**src/design/sipsm_pkg.sv**
```systemverilog
// Shared types, pattern text and match functions for the SIP signature matcher.
// No dependencies; used by the request interface, the cell and the top level.
package sipsm_pkg;

   localparam int BYTE_W     = 8;
   localparam int NUM_KEYS   = 15;
   localparam int KEY_UPDATE = 13;
   localparam int NUM_TRIE   = 89;
   localparam int NUM_SCAN   = 7;

   localparam logic [BYTE_W-1:0] PAT_DIGIT = "#";
   localparam logic [BYTE_W-1:0] PAT_ALT   = "%";
   localparam logic [BYTE_W-1:0] CHR_NUL   = 8'h00;

   localparam int KEY_LEN [NUM_KEYS] = '{3, 3, 6, 4, 6, 7, 6, 7, 5, 7, 5, 8, 9, 6, 7};

   localparam logic [BYTE_W*NUM_TRIE-1:0] TRIE_TEXT =
      {"ACKBYECANCELINFOINVITEMESSAGENOTIFYOPTIONSPRACKPUBLISH",
       "REFERREGISTERSUBSCRIBEUPDATESIP/#.#"};
   localparam logic [BYTE_W*NUM_SCAN-1:0] SCAN_TEXT = "SIP/#.%";

   typedef struct packed {
      logic step;
      logic clear;
   } cell_ctrl_type;

   function automatic logic char_fits(input logic [BYTE_W-1:0] pat,
                                      input logic [BYTE_W-1:0] c);
      logic fits;
      if (pat == PAT_DIGIT) begin
         fits = (c >= "0") && (c <= "9");
      end else if (pat == PAT_ALT) begin
         fits = (c == "0") || (c == ".") || (c == "9");
      end else begin
         fits = (c == pat);
      end
      return fits;
   endfunction

   function automatic int key_base(input int k);
      int b;
      b = 0;
      for (int j = 0; j < NUM_KEYS; j++) begin
         if (j < k) begin
            b = b + KEY_LEN[j];
         end
      end
      return b;
   endfunction

   function automatic logic key_start(input int i);
      logic hit;
      hit = 1'b0;
      for (int j = 0; j < NUM_KEYS; j++) begin
         if (key_base(j) == i) begin
            hit = 1'b1;
         end
      end
      return hit;
   endfunction

   function automatic logic [NUM_TRIE-1:0] key_end_mask();
      logic [NUM_TRIE-1:0] mask;
      mask = '0;
      for (int j = 0; j < NUM_KEYS; j++) begin
         if (j != KEY_UPDATE) begin
            mask[key_base(j) + KEY_LEN[j] - 1] = 1'b1;
         end
      end
      return mask;
   endfunction

   function automatic logic [BYTE_W-1:0] trie_char(input int i);
      return TRIE_TEXT[BYTE_W*(NUM_TRIE-1-i) +: BYTE_W];
   endfunction

   function automatic logic [BYTE_W-1:0] scan_char(input int i);
      return SCAN_TEXT[BYTE_W*(NUM_SCAN-1-i) +: BYTE_W];
   endfunction

   localparam int UPD_END = key_base(KEY_UPDATE) + KEY_LEN[KEY_UPDATE] - 1;
   localparam logic [NUM_TRIE-1:0] KEY_END_MASK = key_end_mask();

endpackage

```
**src/design/sipsm_req_if.sv**
```systemverilog
// Request channel: one payload word per handshake.
// Depends on sipsm_pkg for the byte width.
interface sipsm_req_if;
   logic                          valid;
   logic                          ready;
   logic [sipsm_pkg::BYTE_W-1:0]  payload_byte;
   logic                          last_byte;

   modport source (output valid, output payload_byte, output last_byte, input ready);
   modport sink   (input valid, input payload_byte, input last_byte, output ready);
endinterface

```
**src/design/sipsm_rsp_if.sv**
```systemverilog
// Response channel: one match flag word per payload.
// No dependencies.
interface sipsm_rsp_if;
   logic valid;
   logic ready;
   logic is_sip;

   modport source (output valid, output is_sip, input ready);
   modport sink   (input valid, input is_sip, output ready);
endinterface

```
**src/design/sipsm_cell.sv**
```systemverilog
// One pattern cell: holds the matched-so-far bit of one pattern position.
// Depends on sipsm_pkg for the control struct and the character test.
module sipsm_cell (
   input  logic                          clock,
   input  logic                          reset,
   input  sipsm_pkg::cell_ctrl_type      ctrl,
   input  logic                          feed,
   input  logic [sipsm_pkg::BYTE_W-1:0]  pat_char,
   input  logic [sipsm_pkg::BYTE_W-1:0]  data_byte,
   output logic                          active_out,
   output logic                          fit_out
);

   logic active_ff;
   logic active_in;

   assign fit_out    = feed & sipsm_pkg::char_fits(pat_char, data_byte);
   assign active_in  = ctrl.step ? fit_out : active_ff;
   assign active_out = active_ff;

   always_ff @(posedge clock) begin
      if (reset || ctrl.clear) begin
         active_ff <= 1'b0;
      end else begin
         active_ff <= active_in;
      end
   end

endmodule

```
**src/design/sip_signature_matcher.sv**
```systemverilog
// SIP signature matcher: a row of keyword cells and a row of scan cells after UPDATE.
// Response: the match flag is registered in the cycle after the last word is accepted.
// Throughput: one payload word per cycle unless an untaken response stalls the input.
// Reset: synchronous; sets start, clears every cell, other flags and rsp valid; not is_sip.
// Depends on sipsm_pkg, sipsm_req_if, sipsm_rsp_if and sipsm_cell.
module sip_signature_matcher (
   input  logic          clock,
   input  logic          reset,
   sipsm_req_if.sink     req_chan,
   sipsm_rsp_if.source   rsp_chan
);

   localparam int NT = sipsm_pkg::NUM_TRIE;
   localparam int NS = sipsm_pkg::NUM_SCAN;

   logic                          accept;
   logic [sipsm_pkg::BYTE_W-1:0]  data_byte;
   logic                          zero_byte;
   logic                          live_byte;
   logic                          trie_step;
   logic                          scan_step;
   logic                          clear;
   logic                          key_done;
   logic                          upd_done;
   logic                          scan_done;
   logic                          match_now;

   logic start_ff,   start_in;
   logic ended_ff,   ended_in;
   logic match_ff,   match_in;
   logic scan_on_ff, scan_on_in;
   logic rsp_valid_ff, rsp_valid_in;
   logic is_sip_ff,    is_sip_in;

   logic [NT-1:0] trie_act;
   logic [NT-1:0] trie_fit;
   logic [NT-1:0] trie_feed;
   logic [NS-1:0] scan_act;
   logic [NS-1:0] scan_fit;
   logic [NS-1:0] scan_feed;

   sipsm_pkg::cell_ctrl_type trie_ctrl;
   sipsm_pkg::cell_ctrl_type scan_ctrl;

   assign req_chan.ready  = !rsp_valid_ff || rsp_chan.ready;
   assign rsp_chan.valid  = rsp_valid_ff;
   assign rsp_chan.is_sip = is_sip_ff;

   assign accept    = req_chan.valid && req_chan.ready;
   assign data_byte = req_chan.payload_byte;
   assign zero_byte = (data_byte == sipsm_pkg::CHR_NUL);
   assign live_byte = accept && !ended_ff && !zero_byte && !match_ff;
   assign trie_step = live_byte && !scan_on_ff;
   assign scan_step = live_byte && scan_on_ff;
   assign clear     = accept && req_chan.last_byte;

   assign trie_ctrl = '{step: trie_step, clear: clear};
   assign scan_ctrl = '{step: scan_step, clear: clear};

   genvar gi;
   generate
      for (gi = 0; gi < NT; gi++) begin : g_trie
         if (sipsm_pkg::key_start(gi)) begin : g_head
            assign trie_feed[gi] = start_ff;
         end else begin : g_body
            assign trie_feed[gi] = trie_act[gi-1];
         end
         sipsm_cell u_cell (
            .clock      (clock),
            .reset      (reset),
            .ctrl       (trie_ctrl),
            .feed       (trie_feed[gi]),
            .pat_char   (sipsm_pkg::trie_char(gi)),
            .data_byte  (data_byte),
            .active_out (trie_act[gi]),
            .fit_out    (trie_fit[gi])
         );
      end
      for (gi = 0; gi < NS; gi++) begin : g_scan
         if (gi == 0) begin : g_head
            assign scan_feed[gi] = 1'b1;
         end else begin : g_body
            assign scan_feed[gi] = scan_act[gi-1];
         end
         sipsm_cell u_cell (
            .clock      (clock),
            .reset      (reset),
            .ctrl       (scan_ctrl),
            .feed       (scan_feed[gi]),
            .pat_char   (sipsm_pkg::scan_char(gi)),
            .data_byte  (data_byte),
            .active_out (scan_act[gi]),
            .fit_out    (scan_fit[gi])
         );
      end
   endgenerate

   assign key_done  = trie_step && (|(trie_fit & sipsm_pkg::KEY_END_MASK));
   assign upd_done  = trie_step && trie_fit[sipsm_pkg::UPD_END];
   assign scan_done = scan_step && scan_fit[NS-1];
   assign match_now = match_ff || key_done || scan_done;

   always_comb begin
      start_in     = start_ff;
      ended_in     = ended_ff;
      match_in     = match_ff;
      scan_on_in   = scan_on_ff;
      rsp_valid_in = rsp_valid_ff;
      is_sip_in    = is_sip_ff;
      if (rsp_chan.ready) begin
         rsp_valid_in = 1'b0;
      end
      if (clear) begin
         start_in     = 1'b1;
         ended_in     = 1'b0;
         match_in     = 1'b0;
         scan_on_in   = 1'b0;
         rsp_valid_in = 1'b1;
         is_sip_in    = match_now;
      end else if (accept) begin
         ended_in = ended_ff || zero_byte;
         match_in = match_now;
         if (trie_step) begin
            start_in = 1'b0;
         end
         if (upd_done) begin
            scan_on_in = 1'b1;
         end
         if (scan_done) begin
            scan_on_in = 1'b0;
         end
      end
   end

   always_ff @(posedge clock) begin
      if (reset) begin
         start_ff     <= 1'b1;
         ended_ff     <= 1'b0;
         match_ff     <= 1'b0;
         scan_on_ff   <= 1'b0;
         rsp_valid_ff <= 1'b0;
      end else begin
         start_ff     <= start_in;
         ended_ff     <= ended_in;
         match_ff     <= match_in;
         scan_on_ff   <= scan_on_in;
         rsp_valid_ff <= rsp_valid_in;
      end
      is_sip_ff <= is_sip_in;
   end

   a_scan_onehot: assert property (@(posedge clock) disable iff (reset)
      $onehot0(scan_act))
      else $error("more than one scan cell active");

   a_start_vs_scan: assert property (@(posedge clock) disable iff (reset)
      !(start_ff && scan_on_ff))
      else $error("scan running before any keyword byte");

   a_match_stops_scan: assert property (@(posedge clock) disable iff (reset)
      match_ff |-> !scan_on_ff)
      else $error("scan still running after a match");

   a_last_gives_rsp: assert property (@(posedge clock) disable iff (reset)
      clear |=> rsp_valid_ff)
      else $error("last word accepted without a response");

endmodule
```
**src/flat_wrapper.sv**
```systemverilog
// flat-port wrapper written by rule: the top's interface ports become plain ports
module sip_signature_matcher_flat 
  (clock, reset, req_chan_valid, req_chan_payload_byte, req_chan_last_byte, req_chan_ready, rsp_chan_valid, rsp_chan_is_sip, rsp_chan_ready);
  sipsm_req_if req_chan_i ();
  sipsm_rsp_if rsp_chan_i ();
  input  logic clock;
  input  logic reset;
  input wire logic [$bits(req_chan_i.valid)-1:0] req_chan_valid;
  input wire logic [$bits(req_chan_i.payload_byte)-1:0] req_chan_payload_byte;
  input wire logic [$bits(req_chan_i.last_byte)-1:0] req_chan_last_byte;
  output wire logic [$bits(req_chan_i.ready)-1:0] req_chan_ready;
  output wire logic [$bits(rsp_chan_i.valid)-1:0] rsp_chan_valid;
  output wire logic [$bits(rsp_chan_i.is_sip)-1:0] rsp_chan_is_sip;
  input wire logic [$bits(rsp_chan_i.ready)-1:0] rsp_chan_ready;
  assign req_chan_i.valid = req_chan_valid;
  assign req_chan_i.payload_byte = req_chan_payload_byte;
  assign req_chan_i.last_byte = req_chan_last_byte;
  assign req_chan_ready = req_chan_i.ready;
  assign rsp_chan_valid = rsp_chan_i.valid;
  assign rsp_chan_is_sip = rsp_chan_i.is_sip;
  assign rsp_chan_i.ready = rsp_chan_ready;
  sip_signature_matcher u_core (.clock(clock), .reset(reset), .req_chan(req_chan_i), .rsp_chan(rsp_chan_i));
endmodule
```
**config.mk**
```make
export PLATFORM = sky130hd
export DESIGN_NAME = sip_signature_matcher_flat
export DESIGN_NICKNAME = d
export VERILOG_FILES = /design/src/design/sipsm_pkg.sv /design/src/design/sipsm_req_if.sv /design/src/design/sipsm_rsp_if.sv /design/src/design/sipsm_cell.sv /design/src/design/sip_signature_matcher.sv /design/src/flat_wrapper.sv
export SDC_FILE = /design/constraint.sdc
export NUM_CORES = 1
export LEC_CHECK = 0
export BUFFER_PORTS_ARGS = -buffer_cell sky130_fd_sc_hd__buf_2
export CAP_MARGIN = 0
export CORE_ASPECT_RATIO = 0.8
export CORE_MARGIN = 1
export CORE_UTILIZATION = 30
export DETAILED_ROUTE_END_ITERATION = 8
export GPL_ROUTABILITY_DRIVEN = 0
export PLACE_DENSITY = 0.5
export SYNTH_ARGS = -nofsm -noshare
export SYNTH_HDL_FRONTEND = slang
export SYNTH_SLANG_ARGS = --single-unit
```
**constraint.sdc**
```tcl
create_clock -name clock -period 2.3 [get_ports clock]
set_clock_uncertainty 0.1 [all_clocks]
set_input_delay 0 -clock clock [delete_from_list [all_inputs] [get_ports clock]]
set_output_delay 0 -clock clock [all_outputs]
set_load 0.01 [all_outputs]
```
# ---- Word-level counts from Yosys, hierarchy flattened
# Index checks and enable logic that the tools add are counted.
dict set report word_totals {
  regBits 80
  output_inout_bits 3
  wordCells 230
}
dict set report classes {
  order_cmp 2
  eq_ne 25
  muxes 4
  bitwise_logic 89
  reduce_logical 30
}
# cell n
set op_table {}
lappend op_table {{8-bit by 7-bit equality test with 1-bit output, second input constant} 21}
lappend op_table {{1-bit AND} 89}
lappend op_table {{8-bit by 6-bit equality test with 1-bit output, second input constant} 4}
lappend op_table {{14-bit OR reduction} 1}
lappend op_table {{1-bit logical AND} 11}
lappend op_table {{8-bit by 6-bit >= comparator with 1-bit output, second input constant} 1}
lappend op_table {{8-bit by 6-bit <= comparator with 1-bit output, second input constant} 1}
lappend op_table {{8-bit zero test} 1}
lappend op_table {{1-bit logical OR} 7}
lappend op_table {{1-bit zero test} 5}
lappend op_table {{1-bit 2-to-1 mux} 4}
lappend op_table {{2-bit AND reduction} 2}
lappend op_table {{2-bit nonzero test} 2}
lappend op_table {{2-bit OR reduction} 1}

# ---- Longest topological paths before layout
# Gate-level depths: netlist (run 1).
dict set report logic_depth {
  ltp_word 10
  mapped_depth 8
  ltp_nobuf 5
}

# ---- Modules after synthesis
# Synthesis (run 1) repeated with hierarchy kept, for this count alone.
dict set report unflattened {
  cells_unflattened 3108
  area_unflattened_um2 24601.1
}
# mod n_inst cells_per_inst area_each_um2
set modules_own_cells {}
lappend modules_own_cells {{sipsm_cell (u_core.g_scan[0].u_cell ...)} 95 32 252.7}
lappend modules_own_cells {sip_signature_matcher 1 38 329.1}
lappend modules_own_cells {{sipsm_cell (u_core.g_trie[9].u_cell)} 1 30 261.5}

# ---- Least setup slack after synthesis (run 1)
# No wires, ideal clock.
dict set report synth_timing {
  kind {reg2reg}
  start {register u_core.rsp_valid_ff (netlist: u_core.rsp_chan.valid)}
  end {register u_core.g_trie[22].u_cell.active_ff}
  setup_ps 70
  arrival_time_ps 1848
  slack_ps 281
  stages_incl_launch_ff 7
  path_buffers 1
  period_less_slack_ps 2019
  cell_sequence {dfxtp_1 nand2b_1 nand2_1 or4b_1 buf_4 or4_1 a21oi_1}
}
dict set report synth_between {
  elab_chain_cells 7
  word_cells_on_any_way 9
  cone_classes {reduce/logical (9)}
}
# element line_no
set synth_lines {}
lappend synth_lines {{start, declared} sip_signature_matcher.sv:32} ;# logic rsp_valid_ff, rsp_valid_in;
lappend synth_lines {{start signal, assigned} sip_signature_matcher.sv:147} ;# rsp_valid_ff <= rsp_valid_in;
lappend synth_lines {{1-bit zero test *} sip_signature_matcher.sv:45} ;# assign req_chan.ready = !rsp_valid_ff || rsp_chan.ready;
lappend synth_lines {{1-bit logical OR *} sip_signature_matcher.sv:45}
lappend synth_lines {{via req_chan_ready} flat_wrapper.sv:11} ;# output wire logic [$bits(req_chan_i.ready)-1:0] req_chan_ready;
lappend synth_lines {{1-bit logical AND *} sip_signature_matcher.sv:49} ;# assign accept = req_chan.valid && req_chan.ready;
lappend synth_lines {{1-bit logical AND (3 in a row)} sip_signature_matcher.sv:52} ;# assign live_byte = accept && !ended_ff && !zero_byte && !match_ff;
lappend synth_lines {{1-bit logical AND} sip_signature_matcher.sv:53} ;# assign trie_step = live_byte && !scan_on_ff;
lappend synth_lines {{end signal, assigned} sipsm_cell.sv:25} ;# active_ff <= active_in;
lappend synth_lines {{end, declared} sipsm_cell.sv:14} ;# logic active_ff;
# The timed path passes the listed nets; every way through them passes the cells marked *.
# A chain may end at the register's enable or synchronous reset.

# ---- Final worst setup path (run 1)
dict set report layout_timing {
  start {register u_core.rsp_valid_ff (netlist: u_core.rsp_chan.valid)}
  end {register u_core.g_trie[22].u_cell.active_ff}
}
dict set report layout_between {
  elab_chain_cells 7
  word_cells_on_any_way 9
  cone_classes {reduce/logical (9)}
}
# element line_no
set layout_lines {}
lappend layout_lines {{1-bit zero test *} sip_signature_matcher.sv:45}
lappend layout_lines {{1-bit logical OR *} sip_signature_matcher.sv:45}
lappend layout_lines {{1-bit logical AND *} sip_signature_matcher.sv:49}
lappend layout_lines {{1-bit logical AND (3 in a row)} sip_signature_matcher.sv:52}
lappend layout_lines {{1-bit logical AND} sip_signature_matcher.sv:53}
# Every way passes the cells marked *; elsewhere a longest branch is shown, timed or not.

==> results of run 1 <==
==> state kept, by name, summed over array words and instances, names as in the netlist <==
| name | flops |
|---|---|
| u_core.ended_ff | 1 |
| u_core.g_scan.u_cell.active_out | 6 |
| u_core.g_trie.u_cell.active_out | 68 |
| u_core.match_ff | 1 |
| u_core.rsp_chan.is_sip | 1 |
| u_core.rsp_chan.valid | 1 |
| u_core.scan_on_ff | 1 |
| u_core.start_ff | 1 |
==> routing by layer <==
layer	vias up	global-route usage (%)	wire (um)
met4	0	6.88	176
met1	1427	23.5	4430
met3	16	4.40	515
li1	1506	-	-
met2	63	25.6	3890
met5	-	0	0
==> how the worst min path moves through the flow <==
stage                                          end  cells after the start                startpoint
3_5_place_dp                 u_core.rsp_chan.valid                      2                     reset
6_report       u_core.g_trie[85].u_cell.active_out                      5  req_chan_payload_byte[5]
5_1_grt        u_core.g_trie[85].u_cell.active_out                      5  req_chan_payload_byte[5]
4_1_cts        u_core.g_trie[85].u_cell.active_out                      5  req_chan_payload_byte[5]
3_3_place_gp                 u_core.rsp_chan.valid                      2                     reset
2_1_floorplan                u_core.rsp_chan.valid                      1                     reset
==> stage by stage <==
step                      hold WS, ns  cells  worst slack (ns)  utilization, %
final                          0.0225    588             0.216            37.0
after detailed placement       0.0958    569             0.213            34.1
after global placement         0.0921    569             0.232            34.1
after CTS                      0.0176    588             0.214            37.0
after global routing           0.0359    588             0.134            37.0
after floorplan               -0.0309    416             0.281               -
==> power by group <==
part | internal (mW) | total, mW | switching, mW
clock network | 0.780 | 1.33 | 0.551
logic | 0.0604 | 0.198 | 0.138
registers | 1.39 | 1.39 | 0.00106
total | 2.23 | 2.92 | 0.690
==> area by class of cell <==
cell class / count / share of cell area (%)
inverters: 5 / 0.468
multi-input cells: 300 / 39.2
flip-flops and latches: 80 / 40.2
well taps: 144 / 4.49
clock buffers: 12 / 6.40
clock inverters: 3 / 0.437
repair buffers: 44 / 8.80
==> synth_stat cells, types with 2 or more instances <==
master / n
nor3_1: 4
nand3_1: 62
or3_1: 3
nand4bb_1: 3
buf_2: 7
and3_1: 2
nor4_1: 6
nor2_1: 13
a21oi_1: 78
clkbuf_1: 17
dfxtp_1: 79
nand2_1: 80
and2_1: 3
o22ai_1: 2
buf_1: 3
o21ai_0: 3
or4b_1: 2
o21a_1: 2
buf_6: 3
nand4b_1: 2
nand2b_1: 5
nand3b_1: 3
inv_1: 5
nand4_1: 7
==> critical path: stages, from the launching register on <==
cell	delay (ns)
dfxtp_1	0.30
nand2b_1	0.09
nand2_1	0.10
or4b_2	0.75
or4_1	0.53
a21oi_1	0.14
==> timing repair <==
item | 4_1_cts | 5_1_grt
hold buffers | 4 | 0
hold endpoints to repair | 7 | 0
setup buffers | 0 | 0
==> cells by family after synthesis <==
kind of cell / after synthesis / synth area share, %
DFF: 80 / 48.2
muxes: 1 / 0.299
and+or+nand+nor: 206 / 31.4
xor gates and xnor gates: 1 / 0.262
buffers and inverters: 36 / 5.09
AOI/OAI and AO/OA: 92 / 14.7
==> flow_summary.ini, run 1 <==
[outcome]
status = finished clean

[power_and_ir_drop]
ir_drop_mv = 0.342
p_per_area_mw_per_mm2 = 729
power.leakage_nw = 1.30
fin_total_pwr_mw = 2.92

[layout]
regArea_mm2 = 0.00161
stdcell_area_mm2 = 0.00401
drive_above_1_share_pct = 14.2
n_fill_cell = 1148
layout_common_cells = nand2_1 (80), dfxtp_1 (79), a21oi_1 (78)
multi_input_area_mm2 = 0.00157
areaGrowthSynthToFinish_pct = 19.9
num_antenna_cells = 0
mostFrequentLayoutCell = nand2_1
final_nets = 453

[place]
postPlaceCellArea_mm2 = 0.00370
hpwl_um = 5730
port-buffer-count = 15

[synth]
synth-seq-cells = 80
ys_seq_area_share_pct = 48.2
yosys_warnings = 0
async_reset_ff_share_pct = 0
synth_fp_nets = 429
synth_enable_flop_cells = 1
synth_area_leaders = dfxtp_1 (47%), a21oi_1 (12%), nand3_1 (9.3%)
synthCells = 416
yosysTopAreaCell = dfxtp_1
synth.avg_cell_area_um2 = 8.04
syn-cell-area_mm2 = 0.00334
ys.flop_type = dfxtp_1
synth_top_area_share_pct = 47.3
ys_types = 46

[critical_path]
reg2regPathDepth = 5
worstSetupPathType = register to register
crit_path_end_kind = register
cp-start-kind = register
cp-endpoint = u_core.g_trie[22].u_cell.active_out
arrival_ns = 2.26
worstSetupStartpoint = u_core.rsp_chan.valid
r2r-start = u_core.rsp_chan.valid
timing.rr.end = u_core.g_trie[22].u_cell.active_out
reg2reg_slack_ns = 0.22
path_max_fanout = 4
cp.required_ns = 2.47

[sta]
drv_slew = 0
hold_viol_final = 0
max_freq_ghz = 0.480
rsz0062_at_grt = false
period_share_pct = 90.6
setup_viol = 0
finalSetupTns_ns = 0
fin_crit_ns = 2.08
worst_pin_slew_ns = 0.728
max_slew_margin_pct = 50.2

[detailed_routing]
ant_nets = 0
first_iter_violations = 244
drt-pass1-iter-count = 5
vias = 3012
drc_errors = 0
routedWlPerCell_um = 15.3
vias_per_cell = 5.12
totalWireLength_um = 9010

[global_route]
grt_usage_pct = 17.1
grt_pass1_vias = 2837
grt_max_degree = 76
grt_first_pass_wirelength_um = 15200
antenna_found_initial = 0
overflow = 0

[clocking]
h-tree-depth = 3
post_cts_resized = 0
clk_pin_slew_worst_paths_ns = 0.06
cts_buffers = 9
clk_latency_ns = 0.34
cts.path.max_buffers = 2
cts-root-buf = clkbuf_16
cts_sinks = 80
cts_tree = yes

[die]
coreArea_mm2 = 0.0108
ios = 16
initial_utilization_pct = 30.8
chipWidth_um = 120
die-area_mm2 = 0.0116
row_count = 34
die_h_um = 96.4

[min_path]
holdCritPathClass = input pin to register

[flow_run]
drv_cap = 0
No activity file was read; power rests on OpenSTA's default activity.
==> run 2, diff against run 1 <==
- BUFFER_PORTS_ARGS: -buffer_cell sky130_fd_sc_hd__buf_2 -> -buffer_cell sky130_fd_sc_hd__buf_4
- CORE_UTILIZATION: 30 -> 60
- PLACE_DENSITY: 0.5 -> 0.83
- REMOVE_ABC_BUFFERS: not set -> 1
==> flow_summary.ini, run 2 (synthesized netlist as in run 1, its figures left out) <==
[place]
hpwl_um = 5240
dp_slack_ns = 0.175
dp_cells = 478
postPlaceCellArea_mm2 = 0.00354
port-buffer-count = 15

[die]
row_count = 23
chipWidth_um = 85.5
die-area_mm2 = 0.00588
ios = 16
die_h_um = 68.8
coreArea_mm2 = 0.00518
initial_utilization_pct = 64.5

[clocking]
clk_pin_slew_worst_paths_ns = 0.08
h-tree-depth = 3
cts_tree = yes
post_cts_buffers = 0
cts-root-buf = clkbuf_8
clk_latency_ns = 0.35
cts.path.max_buffers = 2
cts_buffers = 9
cts_sinks = 80

[layout]
mostFrequentLayoutCell = nand2_1
final_nets = 451
instances_no_fill = 504
areaGrowthSynthToFinish_pct = 16.4
stdcell_area_mm2 = 0.00389
largest_register_ffs = 68
utilization_pct = 75.1
num_antenna_cells = 0
drive_above_1_share_pct = 12.7
layout_common_cells = nand2_1 (80), dfxtp_1 (79), a21oi_1 (78)

[power_and_ir_drop]
ir_drop_mv = 0.535
p_per_area_mw_per_mm2 = 710
power.leakage_nw = 1.27
fin_total_pwr_mw = 2.76

[sta]
max_slew_margin_pct = 56.8
worst_pin_slew_ns = 0.643
period_share_pct = 95.1
rsz0062_at_grt = false
fin_crit_ns = 2.19
fin_worst_hold_slack_ns = 0.0202
max_freq_ghz = 0.457
setup_viol = 0
worst_slack_ns = 0.112
drv_slew = 0
finalSetupTns_ns = 0
hold_viol_final = 0

[detailed_routing]
vias_per_cell = 6.19
drt-pass1-iter-count = 7
routedWlPerCell_um = 16.4
drc_errors = 0
ant_nets = 0
vias = 3119
first_iter_violations = 307
totalWireLength_um = 8260

[critical_path]
crit_slowest_cell = or4b_2
arrival_ns = 2.37
cp-start-kind = register
cp.required_ns = 2.49
path_buf_inv = 0
worstSetupPathType = register to register
path_max_fanout = 5
path_cells = nand2b_1 > nand2_1 > or4b_2 > or4_1 > a21oi_1
cp_top_family = simple AND/OR/NAND/NOR gates
crit_path_end_kind = register
cpPeakStageDelay_ns = 0.76

[global_route]
grt_first_pass_wirelength_um = 13900
grt_usage_pct = 31.0
antenna_found_initial = 0
grt_pass1_vias = 2880
grt_max_degree = 76
overflow = 0

[flow_run]
drv_cap = 0

[min_path]
holdCritPathClass = input pin to register

[outcome]
status = finished clean
==> run 2: cell types whose count changed in the layout (fill, tap and decap cells not counted) <==
cell           before  now
buf_12              4    2
clkbuf_8            2    9
clkinv_4            0    1
nor2_2              0    2
clkbuf_16           9    1
clkinv_2            2    0
buf_4              21   27
nor2_1             13   11
bufinv_16           0    2
buf_6               0    2
buf_2              15    0
dlygate4sd3_1       4   11
==> run 2: final timing paths <==
| check | start | to | slack, ns | cells past startpoint |
|---|---|---|---|---|
| worst max-delay path | u_core.rsp_chan.valid | u_core.g_trie[22].u_cell.active_out | 0.11 | 5 |
| worst min-delay path | req_chan_payload_byte[0] | u_core.g_trie[78].u_cell.active_out | 0.02 | 4 |
| worst max register to register | u_core.rsp_chan.valid | u_core.g_trie[22].u_cell.active_out | 0.11 | 5 |
| worst min register to register | u_core.g_scan[3].u_cell.active_out | u_core.g_scan[3].u_cell.active_out | 0.35 | 2 |
==> run 2: per-layer routing <==
metal | global-route usage, % | share of wire (%) | wire length (um)
met1 | 40.6 | 43 | 3550
met2 | 49.9 | 47 | 3860
met3 | 7.62 | 7.9 | 652
met4 | 12.5 | 2.3 | 193
met5 | 0 | 0 | 0
==> run 2: worst register-to-register path: stages, from the launching register on <==
cell	delay (ns)
dfxtp_1	0.32
nand2b_1	0.13
nand2_1	0.13
or4b_2	0.76
or4_1	0.54
a21oi_1	0.15
==> run 2: area by class of cell <==
type	count	area [um^2]
clock buffer	11	153
clock inverter	4	76.3
fill	382	1290
inverter	5	18.8
multi-input combinational	300	1580
sequential	80	1610
tap	62	77.6
timing repair buffer	42	375
==> run 2: where the power goes <==
part | total, mW | internal [mW] | leakage, nW | switching (mW)
clock | 1.17 | 0.673 | 0.111 | 0.500
sequential | 1.39 | 1.39 | 0.646 | 0.00572
combinational | 0.192 | 0.0636 | 0.509 | 0.129
==> run 2: repair_timing <==
item / in CTS / in global routing
hold buffers: 11 / 0
endpoints found under the hold margin: 13 / 0
endpoints found under the setup margin: 0 / 32
gates resized for setup: 0 / 4
